$ cat config.mk
export PLATFORM = sky130hd
export DESIGN_NAME = quality_run_fragment_filter
export DESIGN_NICKNAME = d
export VERILOG_FILES = /design/src/rtl/core/qrff_pkg.sv /design/src/rtl/core/qrff_cfg_regs.sv /design/src/rtl/core/qrff_run_core.sv /design/src/rtl/core/qrff_out_reg.sv /design/src/rtl/core/quality_run_fragment_filter.sv
export VERILOG_INCLUDE_DIRS = /design/src /design/src/rtl/core
export SDC_FILE = /design/constraint.sdc
export NUM_CORES = 1
export LEC_CHECK = 0
export ABC_AREA = 1
export BUFFER_PORTS_ARGS = -buffer_cell sky130_fd_sc_hd__buf_2
export CAP_MARGIN = 10
export CORE_MARGIN = 5
export CORE_UTILIZATION = 40
export DETAILED_ROUTE_END_ITERATION = 16
export HOLD_SLACK_MARGIN = 0.1
export MAX_ROUTING_LAYER = met4
export PLACE_DENSITY = 0.58
export SYNTH_ARGS = -nofsm -noshare
export SYNTH_HDL_FRONTEND = slang
export SYNTH_SLANG_ARGS = --single-unit
export TNS_END_PERCENT = 50
$ cat constraint.sdc
create_clock -name clk_i -period 4.6 [get_ports clk_i]
set_input_delay 0.23 -clock clk_i [delete_from_list [all_inputs] [get_ports clk_i]]
set_output_delay 0.23 -clock clk_i [all_outputs]
set_load 0.02 [all_outputs]
$ cat src/rtl/core/quality_run_fragment_filter_assert.svh
// Assertion macros for the quality run fragment filter.
// Included by the RTL files that carry concurrent checks; no other dependencies.
`ifndef QUALITY_RUN_FRAGMENT_FILTER_ASSERT_SVH
`define QUALITY_RUN_FRAGMENT_FILTER_ASSERT_SVH

// Same-cycle implication, disabled while reset is asserted
`define QRFF_ASSERT_IMPL(name, clk, rstn, pre, post) \
  name: assert property (@(posedge clk) disable iff (!(rstn)) (pre) |-> (post)) \
    else $error("qrff: same-cycle check failed");

// Next-cycle implication, disabled while reset is asserted
`define QRFF_ASSERT_NEXT(name, clk, rstn, pre, post) \
  name: assert property (@(posedge clk) disable iff (!(rstn)) (pre) |=> (post)) \
    else $error("qrff: next-cycle check failed");

`endif

$ cat src/rtl/core/qrff_pkg.sv
// Shared types, constants and helpers for the quality run fragment filter.
// No dependencies; used by every module of the block.
package qrff_pkg;

  // Width of position and run counters
  localparam int unsigned POS_BITS = 16;
  localparam int unsigned OUT_W    = 16;
  localparam int unsigned WIDE_W   = (POS_BITS > OUT_W) ? POS_BITS : OUT_W;

  localparam logic [POS_BITS-1:0] POS_MAX = {POS_BITS{1'b1}};
  localparam logic [OUT_W-1:0]    OUT_MAX = {OUT_W{1'b1}};

  localparam int unsigned BASE_W   = 3;
  localparam int unsigned QUAL_W   = 8;
  localparam int unsigned MINLEN_W = 16;
  localparam int unsigned CFG_W    = 16;
  localparam int unsigned CFG_IDX_W = 2;

  // Reset values of the configuration registers
  localparam logic [QUAL_W-1:0]   MIN_QUALITY_RST    = 8'd20;
  localparam logic [MINLEN_W-1:0] MIN_RUN_LENGTH_RST = 16'd50;

  typedef enum logic [CFG_IDX_W-1:0] {
    CFG_MIN_QUALITY      = 2'd0,
    CFG_MIN_RUN_LENGTH   = 2'd1,
    CFG_SPLIT_MODE       = 2'd2,
    CFG_HOMOPOLYMER_MODE = 2'd3
  } cfg_idx_e;

  typedef struct packed {
    logic [QUAL_W-1:0]   min_quality;
    logic [MINLEN_W-1:0] min_run_length;
    logic                split_mode;
    logic                homopolymer_mode;
  } cfg_t;

  typedef struct packed {
    logic [BASE_W-1:0] base_code;
    logic [QUAL_W-1:0] quality;
    logic              read_last;
  } item_t;

  typedef struct packed {
    logic             fragment_valid;
    logic [OUT_W-1:0] fragment_start;
    logic [OUT_W-1:0] fragment_length;
    logic [OUT_W-1:0] fragment_number;
    logic             read_end;
    logic             read_kept;
  } result_t;

  // Clip a position-width value to the 16-bit output range
  function automatic logic [OUT_W-1:0] clip_out(input logic [POS_BITS-1:0] v);
    logic [WIDE_W-1:0] wide;
    wide = WIDE_W'(v);
    if (wide > WIDE_W'(OUT_MAX)) begin
      return OUT_MAX;
    end
    return wide[OUT_W-1:0];
  endfunction

endpackage

$ cat src/rtl/core/qrff_cfg_regs.sv
// Configuration registers of the quality run fragment filter.
// Depends on qrff_pkg.
module qrff_cfg_regs (
  input  logic                           clk_i,
  input  logic                           rst_ni,
  input  logic                           cfg_we_i,
  input  logic [qrff_pkg::CFG_IDX_W-1:0] cfg_index_i,
  input  logic [qrff_pkg::CFG_W-1:0]     cfg_data_i,
  output qrff_pkg::cfg_t                 cfg_o
);

  qrff_pkg::cfg_t   cfg_d, cfg_q;
  qrff_pkg::cfg_idx_e idx;

  assign idx = qrff_pkg::cfg_idx_e'(cfg_index_i);

  // Register write decode
  always_comb begin
    cfg_d = cfg_q;
    if (cfg_we_i) begin
      unique case (idx)
        qrff_pkg::CFG_MIN_QUALITY:
          cfg_d.min_quality = cfg_data_i[qrff_pkg::QUAL_W-1:0];
        qrff_pkg::CFG_MIN_RUN_LENGTH:
          cfg_d.min_run_length = cfg_data_i[qrff_pkg::MINLEN_W-1:0];
        qrff_pkg::CFG_SPLIT_MODE:
          cfg_d.split_mode = cfg_data_i[0];
        qrff_pkg::CFG_HOMOPOLYMER_MODE:
          cfg_d.homopolymer_mode = cfg_data_i[0];
        default: cfg_d = cfg_q;
      endcase
    end
  end

  always_ff @(posedge clk_i or negedge rst_ni) begin
    if (!rst_ni) begin
      cfg_q.min_quality      <= qrff_pkg::MIN_QUALITY_RST;
      cfg_q.min_run_length   <= qrff_pkg::MIN_RUN_LENGTH_RST;
      cfg_q.split_mode       <= 1'b0;
      cfg_q.homopolymer_mode <= 1'b0;
    end else begin
      cfg_q <= cfg_d;
    end
  end

  assign cfg_o = cfg_q;

endmodule

$ cat src/rtl/core/qrff_run_core.sv
// Input register, per-read run state and single-pass fragment decision.
// Depends on qrff_pkg.
module qrff_run_core (
  input  logic              clk_i,
  input  logic              rst_ni,
  input  qrff_pkg::cfg_t    cfg_i,
  input  logic              in_valid_i,
  output logic              in_stall_o,
  input  qrff_pkg::item_t   item_i,
  input  logic              res_ready_i,
  output logic              res_load_o,
  output qrff_pkg::result_t res_o
);

  localparam int unsigned PW = qrff_pkg::POS_BITS;
  localparam int unsigned OW = qrff_pkg::OUT_W;
  localparam int unsigned WW = qrff_pkg::WIDE_W;

  // Input register
  logic            in_valid_d, in_valid_q;
  qrff_pkg::item_t item_q;
  logic            accept, advance;

  // Read state
  logic [PW-1:0]               base_position_d, base_position_q;
  logic [PW-1:0]               run_begin_d, run_begin_q;
  logic [PW-1:0]               run_count_d, run_count_q;
  logic [qrff_pkg::BASE_W-1:0] previous_base_d, previous_base_q;
  logic [OW-1:0]               fragments_found_d, fragments_found_q;
  logic                        read_finished_d, read_finished_q;

  // Decision terms
  logic          active, extend, close, report, emit;
  logic [PW-1:0] count_ext, begin_ext;
  logic [OW-1:0] found_new;

  assign advance    = in_valid_q && res_ready_i;
  assign in_stall_o = in_valid_q && !res_ready_i;
  assign accept     = in_valid_i && !in_stall_o;

  always_comb begin
    in_valid_d = in_valid_q;
    if (accept) begin
      in_valid_d = 1'b1;
    end else if (advance) begin
      in_valid_d = 1'b0;
    end
  end

  always_ff @(posedge clk_i or negedge rst_ni) begin
    if (!rst_ni) begin
      in_valid_q <= 1'b0;
    end else begin
      in_valid_q <= in_valid_d;
    end
  end

  always_ff @(posedge clk_i) begin
    if (accept) begin
      item_q <= item_i;
    end
  end

  // Run extension and close decision
  always_comb begin
    active = !read_finished_q;
    extend = (item_q.quality >= cfg_i.min_quality) ||
             (cfg_i.homopolymer_mode && (run_count_q != '0) &&
              (item_q.base_code == previous_base_q));
    close  = !extend || item_q.read_last;

    count_ext = run_count_q;
    begin_ext = run_begin_q;
    if (extend) begin
      if (run_count_q == '0) begin
        begin_ext = base_position_q;
      end
      if (run_count_q != qrff_pkg::POS_MAX) begin
        count_ext = run_count_q + PW'(1);
      end
    end

    report = active && close && (count_ext != '0) &&
             (WW'(count_ext) >= WW'(cfg_i.min_run_length));

    found_new = fragments_found_q;
    if (report && (fragments_found_q != qrff_pkg::OUT_MAX)) begin
      found_new = fragments_found_q + OW'(1);
    end

    emit = report || item_q.read_last;
  end

  // Result fields
  always_comb begin
    res_o                 = '0;
    res_o.fragment_valid  = report;
    if (report) begin
      res_o.fragment_start  = qrff_pkg::clip_out(begin_ext);
      res_o.fragment_length = qrff_pkg::clip_out(count_ext);
      res_o.fragment_number = fragments_found_q;
    end
    res_o.read_end  = item_q.read_last;
    res_o.read_kept = item_q.read_last && (found_new != '0);
  end

  assign res_load_o = advance && emit;

  // Next read state
  always_comb begin
    base_position_d   = base_position_q;
    run_begin_d       = run_begin_q;
    run_count_d       = run_count_q;
    previous_base_d   = previous_base_q;
    fragments_found_d = fragments_found_q;
    read_finished_d   = read_finished_q;
    if (advance) begin
      if (item_q.read_last) begin
        base_position_d   = '0;
        run_begin_d       = '0;
        run_count_d       = '0;
        previous_base_d   = '0;
        fragments_found_d = '0;
        read_finished_d   = 1'b0;
      end else if (active) begin
        run_begin_d       = begin_ext;
        run_count_d       = close ? '0 : count_ext;
        previous_base_d   = item_q.base_code;
        fragments_found_d = found_new;
        read_finished_d   = report && !cfg_i.split_mode;
        if (base_position_q != qrff_pkg::POS_MAX) begin
          base_position_d = base_position_q + PW'(1);
        end
      end
    end
  end

  always_ff @(posedge clk_i or negedge rst_ni) begin
    if (!rst_ni) begin
      base_position_q   <= '0;
      run_begin_q       <= '0;
      run_count_q       <= '0;
      previous_base_q   <= '0;
      fragments_found_q <= '0;
      read_finished_q   <= 1'b0;
    end else begin
      base_position_q   <= base_position_d;
      run_begin_q       <= run_begin_d;
      run_count_q       <= run_count_d;
      previous_base_q   <= previous_base_d;
      fragments_found_q <= fragments_found_d;
      read_finished_q   <= read_finished_d;
    end
  end

endmodule

$ cat src/rtl/core/qrff_out_reg.sv
// Result register between the run core and the output channel.
// Depends on qrff_pkg.
module qrff_out_reg (
  input  logic              clk_i,
  input  logic              rst_ni,
  input  logic              load_i,
  input  qrff_pkg::result_t res_i,
  output logic              ready_o,
  output logic              out_valid_o,
  input  logic              out_stall_i,
  output qrff_pkg::result_t res_o
);

  logic              valid_d, valid_q;
  qrff_pkg::result_t res_q;

  // Free when empty or when the held item leaves this cycle
  assign ready_o = !valid_q || !out_stall_i;

  always_comb begin
    valid_d = valid_q;
    if (ready_o) begin
      valid_d = load_i;
    end
  end

  always_ff @(posedge clk_i or negedge rst_ni) begin
    if (!rst_ni) begin
      valid_q <= 1'b0;
    end else begin
      valid_q <= valid_d;
    end
  end

  always_ff @(posedge clk_i) begin
    if (ready_o && load_i) begin
      res_q <= res_i;
    end
  end

  assign out_valid_o = valid_q;
  assign res_o       = res_q;

endmodule

$ cat src/rtl/core/quality_run_fragment_filter.sv
// Top level of the quality run fragment filter.
// Depends on qrff_pkg, qrff_cfg_regs, qrff_run_core, qrff_out_reg and the assert macros.
//
//   channel  direction  handshake                  payload
//   in       input      in_valid_i / in_stall_o    base_code_i, quality_i, read_last_i
//   out      output     out_valid_o / out_stall_i  fragment_*_o, read_end_o, read_kept_o
//   cfg      input      cfg_we_i                   cfg_index_i, cfg_data_i
//
// One item per cycle unless the output stalls; items cross the input and result registers.
// The run decision is one compare-and-increment pass between the input and result registers.
// Reset clears configuration to defaults and all read state; no clearing pass.
// A stalled result holds the input register, which then stalls the input channel.
`include "quality_run_fragment_filter_assert.svh"

module quality_run_fragment_filter (
  input  logic                           clk_i,
  input  logic                           rst_ni,
  input  logic                           cfg_we_i,
  input  logic [qrff_pkg::CFG_IDX_W-1:0] cfg_index_i,
  input  logic [qrff_pkg::CFG_W-1:0]     cfg_data_i,
  input  logic                           in_valid_i,
  output logic                           in_stall_o,
  input  logic [qrff_pkg::BASE_W-1:0]    base_code_i,
  input  logic [qrff_pkg::QUAL_W-1:0]    quality_i,
  input  logic                           read_last_i,
  output logic                           out_valid_o,
  input  logic                           out_stall_i,
  output logic                           fragment_valid_o,
  output logic [qrff_pkg::OUT_W-1:0]     fragment_start_o,
  output logic [qrff_pkg::OUT_W-1:0]     fragment_length_o,
  output logic [qrff_pkg::OUT_W-1:0]     fragment_number_o,
  output logic                           read_end_o,
  output logic                           read_kept_o
);

  qrff_pkg::cfg_t    cfg;
  qrff_pkg::item_t   item;
  qrff_pkg::result_t core_res, out_res;
  logic              res_ready, res_load;

  assign item.base_code = base_code_i;
  assign item.quality   = quality_i;
  assign item.read_last = read_last_i;

  qrff_cfg_regs u_cfg (
    .clk_i       (clk_i),
    .rst_ni      (rst_ni),
    .cfg_we_i    (cfg_we_i),
    .cfg_index_i (cfg_index_i),
    .cfg_data_i  (cfg_data_i),
    .cfg_o       (cfg)
  );

  qrff_run_core u_core (
    .clk_i       (clk_i),
    .rst_ni      (rst_ni),
    .cfg_i       (cfg),
    .in_valid_i  (in_valid_i),
    .in_stall_o  (in_stall_o),
    .item_i      (item),
    .res_ready_i (res_ready),
    .res_load_o  (res_load),
    .res_o       (core_res)
  );

  qrff_out_reg u_out (
    .clk_i       (clk_i),
    .rst_ni      (rst_ni),
    .load_i      (res_load),
    .res_i       (core_res),
    .ready_o     (res_ready),
    .out_valid_o (out_valid_o),
    .out_stall_i (out_stall_i),
    .res_o       (out_res)
  );

  assign fragment_valid_o  = out_res.fragment_valid;
  assign fragment_start_o  = out_res.fragment_start;
  assign fragment_length_o = out_res.fragment_length;
  assign fragment_number_o = out_res.fragment_number;
  assign read_end_o        = out_res.read_end;
  assign read_kept_o       = out_res.read_kept;

  // Every result carries a fragment or closes a read
  `QRFF_ASSERT_IMPL(a_result_has_cause, clk_i, rst_ni,
    out_valid_o && !fragment_valid_o, read_end_o)
  // Empty fragment fields are zero
  `QRFF_ASSERT_IMPL(a_empty_fields_zero, clk_i, rst_ni,
    out_valid_o && !fragment_valid_o,
    (fragment_start_o == '0) && (fragment_length_o == '0) && (fragment_number_o == '0))
  // Kept flag only on a read end, and a fragment at read end keeps the read
  `QRFF_ASSERT_IMPL(a_kept_on_end, clk_i, rst_ni,
    out_valid_o && (read_kept_o || (fragment_valid_o && read_end_o)),
    read_end_o && read_kept_o)
  // A reported fragment is never empty
  `QRFF_ASSERT_IMPL(a_fragment_nonempty, clk_i, rst_ni,
    out_valid_o && fragment_valid_o, fragment_length_o != '0)

endmodule

# After elaboration in Yosys (flattened, before gate mapping)
# Index checks and enable logic that the tools add are counted.
# Widths: inputs -> output; s select.
[totals]
regBits = 159
in_bits = 35
output_inout_bits = 53
word_cells = 102
[classes]
n_lt_le_gt_ge = 4
addsub = 3
n_reduce_logical = 37
muxes = 29
eq_ne = 8
[ops]
columns = ["op", "count"]
rows = [
  ["$mux 16", 19],
  ["$add 16x1->16 const B", 3],
  ["$ne 16x16->1 const B", 3],
  ["$reduce_bool 16->1", 3],
  ["$gt 16x16->1 const B", 2],
  ["$ge 16x16->1", 1],
  ["$logic_not 16->1", 1],
  ["$logic_and 1x1->1", 13],
  ["$reduce_and 2->1", 5],
  ["$ge 8x8->1", 1],
  ["$mux 1", 8],
  ["$logic_not 1->1", 7],
  ["$mux 3", 2],
  ["$eq 2x2->1 const B", 2],
  ["$logic_or 1x1->1", 4],
  ["$reduce_bool 2->1", 2],
  ["$eq 3x3->1", 1],
  ["$reduce_and 3->1", 1],
  ["$eq 2x1->1 const B", 1],
  ["$logic_not 2->1", 1],
  ["$ne 2x1->1 const B", 1],
]

# Longest topological paths before layout
# Gate-level depths: netlist (run 1).
[logic_depth]
ltp_word = 13
depth_mapped = 29
ltp_nobuf = 27

# Modules after synthesis
# A second synthesis (run 1) with hierarchy kept.
[hier_totals]
hier_cells = 1007
hier_area_um2 = 8737.1
[modules_own_cells]
columns = ["mod", "n_inst", "seq_area_each_um2", "area_each_um2", "cells_per_inst"]
rows = [
  ["qrff_run_core", 1, 2087.0, 6044.5, 833],
  ["qrff_out_reg", 1, 1556.5, 1572.8, 56],
  ["qrff_cfg_regs", 1, 656.9, 1119.8, 118],
]

# Worst setup path after synthesis (run 1)
# OpenSTA, ideal clock, no wires.
[synth_timing]
path_type = "register -> register"
from = "register u_cfg.cfg_q (netlist bit u_cfg.cfg_o[20])"
to = "register u_out.res_q (netlist bit u_out.res_o[0]) (enable)"
synth_period_minus_slack_ns = 4.406
setup_time_ns = 0.410
path_buffers = 1
required_time_ns = 4.190
path_slack_ns = 0.194
arrival_time_ns = 3.996
stages_incl_launch_ff = 23
cell_sequence = "dfstp_2 inv_1 ha_1 nand2_1 nor2_1 nor2_1 nand2_1 nand2_2 buf_2 nand4_1 nand2_1 inv_1 ha_1 nand2_1 o21ai_0 nand2_1 o211ai_1 a21boi_0 a21boi_4 nand2_1 inv_1 nand2_1 nand2_1"
[synth_lines]
columns = ["element", "line_no", "rtl"]
rows = [
  ["from (decl)", "qrff_cfg_regs.sv:12", "qrff_pkg::cfg_t cfg_d, cfg_q;"],
  ["from (signal assigned)", "qrff_cfg_regs.sv:42", "cfg_q <= cfg_d;"],
  ["to (signal assigned)", "qrff_out_reg.sv:37", "res_q <= res_i;"],
  ["to (decl)", "qrff_out_reg.sv:15", "qrff_pkg::result_t res_q;"],
]

==> results of run 1 <==
state kept, by name, summed over array words and instances, names as in the netlist:
signal / count
u_out.res_o: 51
u_cfg.cfg_o: 26
u_core.base_position_q: 16
u_core.fragments_found_q: 16
u_core.run_begin_q: 16
u_core.run_count_q: 16
u_core.item_q: 11
u_core.previous_base_q: 3
u_core.in_valid_q: 1
u_core.read_finished_q: 1
u_core.res_o: 1
u_out.out_valid_o: 1
worst reg2reg max path: stages (launching register included):
cell      delay (ns)
dfrtp_1         0.44
inv_1           0.12
ha_1            0.15
inv_1           0.03
nor2_1          0.07
nand2_1         0.06
nor2_2          0.11
nand2_2         0.07
nand2_4         0.18
nand3_4         0.30
nand2_1         0.17
nand2_1         0.14
inv_1           0.10
ha_1            0.24
a21oi_1         0.13
o21ai_0         0.11
nand2_1         0.07
o211ai_1        0.08
a21boi_1        0.33
a21boi_4        0.14
buf_4           0.20
nand4_1         0.10
nand2_1         0.09
nor2_1          0.13
nand2_1         0.08
nor2_1          0.15
a21oi_2         0.07
how the worst min path moves through the flow:
| stage | startpoint | endpoint |
|---|---|---|
| finish | cfg_data_i[6] | u_cfg.cfg_o[8]$_DFFE_PN0P_ |
| global route | cfg_data_i[3] | u_cfg.cfg_o[21]$_DFFE_PN0P_ |
| CTS | cfg_data_i[3] | u_cfg.cfg_o[5]$_DFFE_PN0P_ |
| detailed placement | rst_ni | u_cfg.cfg_o[19]$_DFFE_PN0P_ |
| global placement | rst_ni | u_cfg.cfg_o[25]$_DFFE_PN0P_ |
| floorplan | rst_ni | u_cfg.cfg_o[0]$_DFFE_PN0P_ |
routing by layer:
| layer | GRT usage (%) | routed length, um |
|---|---|---|
| met1 | 23.54 | 9660 |
| met2 | 27.39 | 9342 |
| met3 | 3.301 | 737 |
| met4 | 5.002 | 280 |
| met5 | - | 0 |
power by group through the flow:
stage                     clock network [mW]  logic [mW]  registers (mW)
after floorplan                            0       0.494            1.71
after global placement                     0       0.690            1.68
after detailed placement                   0       0.700            1.69
after CTS                               1.66       0.723            1.66
after global routing                    1.72       0.817            1.67
final                                   1.62       0.713            1.66
cells in the final DEF (no fill, tap or decap), types with 3 or more instances in the layout:
master	count
nand2_1	205
inv_1	136
nor2_1	101
dfrtp_1	91
buf_2	86
o21ai_0	75
edfxtp_1	63
a21oi_1	47
nand4_1	41
nand3_1	41
ha_1	28
dlygate4sd3_1	28
nand2_2	22
xor2_1	18
o22ai_1	18
clkbuf_16	18
nor2_2	17
buf_4	11
nor3_1	10
nor2_4	5
bufinv_16	5
dfstp_2	5
inv_2	4
nand2_4	3
nor4_1	3
o21a_1	3
inv_6	3
final cells by class:
type / count / area share, %
Timing Repair Buffer: 127 / 8.102
Clock buffer: 21 / 4.733
Inverter: 142 / 5.262
Tap cell: 275 / 3.381
Sequential cell: 159 / 42.25
Clock inverter: 11 / 1.942
Multi-Input combinational cell: 660 / 34.32
kinds of logic after synthesis:
kind of cell,after synthesis,synth area share [%]
AND/OR/NAND/NOR,456,24.78
buffers and inverters,177,8.386
flip-flops,159,50.57
adder cells (fa/ha/maj),28,4.120
AO/OA/AOI/OAI,157,10.20
XOR/XNOR,19,1.957
per-stage QoR:
| step | cell area, um^2 | hold WS, ns | total power, mW | setup slack (ns) | util [%] |
|---|---|---|---|---|---|
| floorplan | 8504 | -0.06559 | 2.199 | 0.1942 | - |
| global placement | 9199 | 0.3588 | 2.374 | 0.2407 | 43.90 |
| detailed placement | 9199 | 0.3653 | 2.386 | 0.2256 | 43.90 |
| CTS | 10160 | 0.1006 | 4.041 | 0.2068 | 48.48 |
| global route | 10180 | 0.1190 | 4.206 | 0.1422 | 48.57 |
| finish | 10180 | 0.1227 | 3.997 | 0.4739 | 48.57 |
what timing repair did:
item | 4_1_cts | 5_1_grt
setup buffers | 0 | 2
resized for setup | 0 | 2
setup endpoints to repair | 0 | 100
hold buffers | 28 | 0
endpoints found under the hold margin | 82 | 0
==> qor.csv, run 1 <==
metric;value;unit
status;complete, no violations;
yosys_warnings;0;
crit_buf_inv;4;
rsz0062_at_grt;false;
seqPwrFrac;41.5;%
finalMaxSlewViolations;0;
port_buffers;87;
synth_edf_count;63;
hold_viol_final;0;
whs_path_depth;3;
drv_cap;0;
critical-path-top-delay-family;simple AND/OR/NAND/NOR gates;
path_max_fanout;23;
syn_area_per_cell;8.539;um^2
synthFlopType;dfrtp_1;
tritoncts;built;
p_leak;4.766;nW
yosys.cell_count.top_type;nand2_1;
first_global_vias;6666;
n_fill_cell;2034;
place_hpwl;13890;um
syn_nets;1059;
maxSlewHeadroom;39.13;%
ys_seq_elements;159;
yosysTopAreaCellShare;26.78;%
min_path_type;in -> reg;
cts_made_buffers;17;
dr.first_iter.drc_count;343;
max_stage_delay;0.44;ns
end_kind;flip-flop;
cp.required;4.78;ns
netlist_area;0.008504;mm^2
via_per_inst;4.901;
start_util;40.58;%
cts-root-buf;clkbuf_16;
period_needed;4.126;ns
track_usage;17.56;%
finalSetupTns;0;ns
gp_congestion;0.8904;
cp.arrival;4.30;ns
r2r-end;u_out.res_o[0]$_DFFE_PP_;
pwr-share-clk;40.6;%
grt_pass1_wl;33420;um
dieArea;0.02428;mm^2
crit_slowest_cell;dfrtp_1;
cp_common_cell;nand2_1;
ys_types;45;
setup_violations;0;
clockBufferDepth;2;
path_depth;26;
grt_overflow;0;
coreArea;0.02096;mm^2
first_pass_iters;5;
nNetsFinal;1170;
skew;0.007951;ns
path_clk_slew;0.07;ns
multiInputGateArea;0.003493;mm^2
ant_nets;0;
reg2reg_from;u_core.run_count_q[0]$_DFFE_PN0P_;
cp-start-kind;flip-flop;
yosysSeqAreaShare;50.57;%
critPathKind;reg -> reg;
clkLatencyLatePin;0.43;ns
fmax;242.4;MHz
cp-startpoint;u_core.run_count_q[0]$_DFFE_PN0P_;
drc_errors;0;
cell_internal_pwr;2.869;mW
die_w;155.8;um
layout-drive-gt1-share;17.41;%
dr_total_vias;6837;
r2r_cells;26;
synth.top_cells.by_count;206 x nand2_1, 136 x inv_1, 101 x nor2_1;
p_sw_share;28.23;%
final_cells;1395;
drt-wirelength-per-cell;14.35;um
wl;20020;um
min_period_over_period;89.70;%
pin_count;88;
ir_drop;0.2657;mV
grt_max_degree;58;
diodes;0;
htree_levels;4;
synth.area.top_cells;dfrtp_1 27%, edfxtp_1 22%, nand2_1 9.1%;
synthCells;996;
crit_end;u_out.res_o[0]$_DFFE_PP_;
syn_to_final_growth;19.67;%
tightest_slew;0.9109;ns
power_frac_comb;17.8;%
die_y;155.8;um
synth_top_area_cell;dfrtp_1;
final-seq-area;0.004300;mm^2
dpl.cell_count;1333;
reg2reg_setup_slack;0.47;ns
antenna_found_initial;0;
powerDensity;392.8;mW/mm^2
switching_power;1.128;mW
clkSinkCount;159;
synth-async-reset-ratio;60.38;%
row_count;53;
(Power assumes the default switching activity.)
==> inputs of run 2 (changes only) <==
- BUFFER_PORTS_ARGS: -buffer_cell sky130_fd_sc_hd__buf_2 -> not set
- CORE_MARGIN: 5 -> not set
- CORE_UTILIZATION: 40 -> 58
- DONT_BUFFER_PORTS: not set -> 1
- PLACE_DENSITY: 0.58 -> 0.74
==> qor.csv, run 2 (synthesized netlist as in run 1, its figures left out) <==
metric;value;unit;change
status;complete, no violations;;
track_usage;28.70;%;+11 points
ant_nets;0;;unchanged
drc_errors;0;;unchanged
crit_chain;inv_1 > ha_1 > inv_1 > nor2_1 > nand2_1 > nor2_2 > nand2_2 > nand2_4 > nand3_4 > nand2_2 > nand2_1 > ha_1 > nand4_1 > a21oi_1 > nor2_1 > a21boi_1 > a21boi_4 > nand3_4 > nand2_1 > nand2_1 > nor2_1 > nand2_1 > nor2_1 > a21oi_2;;
n_fill_cell;1142;;-44%
min_period_over_period;91.06;%;+1.4 points
seqPwrFrac;44.3;%;+2.8 points
crit_slowest_cell;dfrtp_1;;
total_power;3.827;mW;-4.3%
tritoncts;built;;
cp-startpoint;u_core.run_count_q[1]$_DFFE_PN0P_;;
htree_levels;4;;unchanged
finalWorstSetupSlack;0.4114;ns;-0.06249 ns
dr.first_iter.drc_count;614;;+79%
cts-root-buf;clkbuf_16;;
largest_reg_flops;51;;unchanged
critPathKind;reg -> reg;;
setup_violations;0;;unchanged
max_stage_delay;0.47;ns;+0.03 ns
coreArea;0.01410;mm^2;-33%
reg2reg_setup_slack;0.41;ns;-0.06 ns
r2r-end;u_out.res_o[0]$_DFFE_PP_;;
final_cell_mix;204 x nand2_1, 136 x inv_1, 101 x nor2_1;;
row_count;43;;-19%
p_leak;4.414;nW;-7.4%
r2r_cells;24;;-7.7%
fmax;238.7;MHz;-1.5%
reg2reg_from;u_core.run_count_q[1]$_DFFE_PN0P_;;
hold_viol_final;0;;unchanged
place_hpwl;12610;um;-9.2%
via_per_inst;5.564;;+14%
die_y;123.1;um;-21%
path_clk_slew;0.06;ns;about the same
layout-drive-gt1-share;10.17;%;-7.2 points
finalMaxSlewViolations;0;;unchanged
pwr-share-clk;37.8;%;-2.8 points
cp.required;4.77;ns;about the same
cts_made_buffers;17;;unchanged
cp-start-kind;flip-flop;;
syn_to_final_growth;13.39;%;
skew;0.009324;ns;+0.001373 ns
first_global_vias;6613;;-0.80%
grt_overflow;0;;unchanged
cp.arrival;4.36;ns;+0.06 ns
drt-wirelength-per-cell;15.86;um;+11%
cts_setup_buffers;0;;unchanged
port_buffers;0;;-100%
p_sw_share;29.24;%;+1.0 points
gp_congestion;0.9329;;+4.8%
maxSlewHeadroom;33.01;%;-6.1 points
start_util;60.33;%;+20 points
power_frac_comb;17.9;%;about the same
cp_common_cell;nand2_1;;
clkSinkCount;159;;unchanged
finalSetupTns;0;ns;unchanged
powerDensity;396.9;mW/mm^2;+1.0%
die_w;123.1;um;-21%
switching_power;1.119;mW;-0.84%
diodes;0;;unchanged
final_common_cell;nand2_1;;
grt_max_degree;97;;+67%
min_path_type;in -> reg;;
antenna_found_initial;0;;unchanged
ir_drop;0.2611;mV;-1.7%
pin_count;88;;unchanged
path_max_fanout;18;;-22%
cell_internal_pwr;2.708;mW;-5.6%
rsz0062_at_grt;false;;
nNetsFinal;1092;;-6.7%
dr_total_vias;6799;;-0.56%
first_pass_iters;5;;unchanged
period_needed;4.189;ns;+0.06249 ns
dieArea;0.01515;mm^2;-38%
clkLatencyLatePin;0.43;ns;about the same
tightest_slew;1.002;ns;+0.09108 ns
drv_cap;0;;unchanged
grt_pass1_wl;32250;um;-3.5%
pre_cts_slack;0.3558;ns;+0.1302 ns
wl;19390;um;-3.2%
clockBufferDepth;2;;unchanged
crit_end;u_out.res_o[0]$_DFFE_PP_;;
end_kind;flip-flop;;
run 2: changes by cell type in the layout (fill, tap and decap cells not counted), moves of 2 or more:
cell,delta
buf_2,-86
bufinv_16,-3
clkbuf_1,+3
dlygate4sd3_1,+9
inv_4,+2
inv_6,-2
run 2: final cells by class:
class                   instances  area, um^2  area share (%)
multi-input cells             661        3506           36.36
inverters                     142       535.5           5.553
clock inverters                 8       98.84           1.025
clock buffers                  24       504.2           5.229
well taps                     180       225.2           2.336
flip-flops and latches        159        4300           44.60
repair buffers                 48       473.0           4.905
run 2: worst min-delay path by stage:
stage,slack [ns],startpoint,end,cells after the start
2_1_floorplan,-0.07,rst_ni,u_cfg.cfg_o[0]$_DFFE_PN0P_,0
3_3_place_gp,-0.06,rst_ni,u_cfg.cfg_o[12]$_DFFE_PN0P_,0
3_5_place_dp,-0.06,rst_ni,u_cfg.cfg_o[12]$_DFFE_PN0P_,0
4_1_cts,0.25,cfg_we_i,u_cfg.cfg_o[22]$_DFFE_PN1P_,3
5_1_grt,0.31,cfg_we_i,u_cfg.cfg_o[22]$_DFFE_PN1P_,2
6_report,0.26,cfg_we_i,u_cfg.cfg_o[22]$_DFFE_PN1P_,3
run 2: worst max-delay path, delay by kind of cell (launching register included):
family / cells / cell delay [ns]
AO/OA/AOI/OAI: 4 / 0.70
buffers and inverters: 2 / 0.15
flip-flops: 1 / 0.47
AND/OR/NAND/NOR: 16 / 2.11
adder cells (fa/ha/maj): 2 / 0.47
run 2: metal layers:
layer	share of wire, %	wire length, um	global-route usage [%]	up-vias
li1	-	-	-	3353
met1	46	8944	37.90	3211
met2	47	9069	44.66	209
met3	5.3	1025	5.443	26
met4	1.8	346	9.639	0
met5	0	0	-	-
run 2: through the flow:
| stage | hold slack [ns] | cell area, um^2 | util [%] | cells |
|---|---|---|---|---|
| 3_3_place_gp | -0.06226 | 8632 | 61.24 | 1151 |
| 4_1_cts | 0.2495 | 9633 | 68.34 | 1221 |
| 3_5_place_dp | -0.06177 | 8632 | 61.24 | 1151 |
| 6_report | 0.2619 | 9643 | 68.41 | 1222 |
| 2_1_floorplan | -0.06559 | 8504 | - | 996 |
| 5_1_grt | 0.3099 | 9643 | 68.41 | 1222 |
run 2: timing repair:
item                                    CTS  global route
endpoints found under the setup margin    0            65
endpoints found under the hold margin   136             0
hold buffers                             38             0
gates resized for setup                   0             1
run 2: power by group through the flow:
| stage | logic (mW) | registers (mW) | clock network (mW) |
|---|---|---|---|
| CTS | 0.673 | 1.70 | 1.46 |
| global placement | 0.605 | 1.72 | 0 |
| finish | 0.684 | 1.70 | 1.45 |
| floorplan | 0.494 | 1.71 | 0 |
| detailed placement | 0.618 | 1.72 | 0 |
| global route | 0.779 | 1.71 | 1.51 |
==> inputs of run 3 (changes only) <==
- RECOVER_POWER: not set -> 25
==> qor.csv, run 3 (synthesized netlist as in run 1, its figures left out) <==
metric;value;unit;change
status;complete, but fails checks;;
violations;max-capacitance violations, max-slew violations;;
place_hpwl;12610;um;unchanged
powerDensity;397.6;mW/mm^2;+0.17%
hold_viol_final;0;;unchanged
largest_reg_flops;51;;unchanged
whs;0.2686;ns;+0.006782 ns
reg2reg_from;u_core.run_count_q[1]$_DFFE_PN0P_;;
cp_common_cell;nand2_1;;
switching_power;1.119;mW;about the same
fmax;239.1;MHz;+0.15%
cp-start-kind;flip-flop;;
final_cell_mix;204 x nand2_1, 136 x inv_1, 101 x nor2_1;;
critical-path-top-delay-family;simple AND/OR/NAND/NOR gates;;
row_count;43;;unchanged
gp_congestion;0.9329;;unchanged
finalMaxSlewViolations;97;;+97
whs_path_depth;3;;unchanged
clockBufferDepth;2;;unchanged
cp.arrival;4.35;ns;about the same
ant_nets;0;;unchanged
dieArea;0.01515;mm^2;unchanged
maxSlewHeadroom;-66.58;%;-100 points
drc_errors;0;;unchanged
crit_buf_inv;2;;unchanged
setup_violations;0;;unchanged
crit_end;u_out.res_o[0]$_DFFE_PP_;;
crit_chain;inv_1 > ha_1 > inv_1 > nor2_1 > nand2_1 > nor2_2 > nand2_2 > nand2_4 > nand3_4 > nand2_2 > nand2_1 > ha_1 > nand4_1 > a21oi_1 > nor2_1 > a21boi_1 > a21boi_4 > nand3_4 > nand2_1 > nand2_1 > nor2_1 > nand2_1 > nor2_1 > a21oi_2;;
syn_to_final_growth;13.12;%;
start_util;60.33;%;unchanged
track_usage;28.70;%;unchanged
port_buffers;0;;unchanged
cts_made_buffers;17;;unchanged
dr.first_iter.drc_count;636;;+3.6%
seqPwrFrac;44.3;%;about the same
via_per_inst;5.582;;+0.32%
reg2reg_setup_slack;0.42;ns;about the same
htree_levels;4;;unchanged
layout-drive-gt1-share;10.08;%;-0.096 points
crit_slowest_cell;dfrtp_1;;
grt_overflow;0;;unchanged
tritoncts;built;;
period_needed;4.182;ns;-0.006252 ns
max_stage_delay;0.46;ns;about the same
clkLatencyLatePin;0.43;ns;about the same
pin_count;88;;unchanged
critPathKind;reg -> reg;;
r2r_cells;24;;unchanged
final_common_cell;nand2_1;;
cp.required;4.77;ns;about the same
power_frac_comb;17.8;%;about the same
first_pass_iters;5;;unchanged
die_w;123.1;um;unchanged
grt_max_degree;97;;unchanged
skew;0.009937;ns;+0.0006127 ns
dpl.cell_count;1151;;unchanged
p_leak;4.405;nW;-0.20%
first_global_vias;6613;;unchanged
end_kind;flip-flop;;
path_max_fanout;18;;unchanged
drv_cap;1;;+1
coreArea;0.01410;mm^2;unchanged
ir_drop;0.2612;mV;about the same
pre_cts_slack;0.3558;ns;unchanged
p_sw_share;29.25;%;about the same
min_period_over_period;90.92;%;-0.14 points
wl;19410;um;+0.13%
min_path_type;in -> reg;;
pwr-share-clk;37.9;%;about the same
die_y;123.1;um;unchanged
finalSetupTns;0;ns;unchanged
drt-wirelength-per-cell;15.88;um;+0.13%
dr_total_vias;6821;;+0.32%
tightest_slew;2.499;ns;+1.497 ns
cts-root-buf;clkbuf_16;;
cell_internal_pwr;2.706;mW;about the same
r2r-end;u_out.res_o[0]$_DFFE_PP_;;
finalWorstSetupSlack;0.4176;ns;+0.006252 ns
antenna_found_initial;0;;unchanged
utilization;68.25;%;-0.16 points
cp-startpoint;u_core.run_count_q[1]$_DFFE_PN0P_;;
rsz0062_at_grt;false;;
grt_pass1_wl;32250;um;unchanged
nNetsFinal;1092;;unchanged
final_cells;1222;;unchanged
path_depth;24;;unchanged
diodes;0;;unchanged
path_clk_slew;0.06;ns;about the same
clkSinkCount;159;;unchanged
## run 3: changes by cell type in the layout (fill, tap and decap cells not counted), sizes merged
| cell | change |
|---|---|
| clkbuf | +1 |
| buf | -1 |
## run 3: worst min-delay path, stage by stage
cell,delay [ns]
nand2_1,0.25
nand2_1,0.13
o21ai_0,0.07
## run 3: layer usage
metal | vias to the layer above | track usage (%) | share of wire, %
li1 | 3350 | - | -
met4 | 0 | 9.639 | 1.8
met1 | 3217 | 37.90 | 45
met2 | 225 | 44.66 | 47
met5 | - | - | 0
met3 | 29 | 5.443 | 6.4
## run 3: area by class of cell
class | instances | area, um^2
fillers | 1145 | 4476
flip-flops and latches | 159 | 4300
multi-input cells | 661 | 3506
inverters | 142 | 535.5
clock buffers | 24 | 504.2
repair buffers | 48 | 450.4
well taps | 180 | 225.2
clock inverters | 8 | 98.84
## run 3: worst min-delay path by stage
stage | from | end
after floorplan | rst_ni | u_cfg.cfg_o[0]$_DFFE_PN0P_
after global placement | rst_ni | u_cfg.cfg_o[12]$_DFFE_PN0P_
after detailed placement | rst_ni | u_cfg.cfg_o[12]$_DFFE_PN0P_
after CTS | cfg_we_i | u_cfg.cfg_o[22]$_DFFE_PN1P_
after global routing | cfg_we_i | u_cfg.cfg_o[22]$_DFFE_PN1P_
final | cfg_we_i | u_cfg.cfg_o[22]$_DFFE_PN1P_
## run 3: per-stage QoR
step	power, mW	cell area [um^2]
final	3.825	9620
after global routing	4.003	9620
after CTS	3.827	9633
after detailed placement	2.340	8632
after global placement	2.324	8632
after floorplan	2.199	8504
## run 3: what timing repair did
item	CTS	global route
buffers inserted	0	0
setup endpoints to repair	0	65
endpoints found under the hold margin	136	0
hold buffers	38	0
gates resized for setup	0	1
## run 3: power by group through the flow
stage	clock network (mW)	logic, mW	registers [mW]
2_1_floorplan	0	0.494	1.71
4_1_cts	1.46	0.673	1.70
3_3_place_gp	0	0.605	1.72
3_5_place_dp	0	0.618	1.72
6_report	1.45	0.679	1.70
5_1_grt	1.51	0.777	1.71
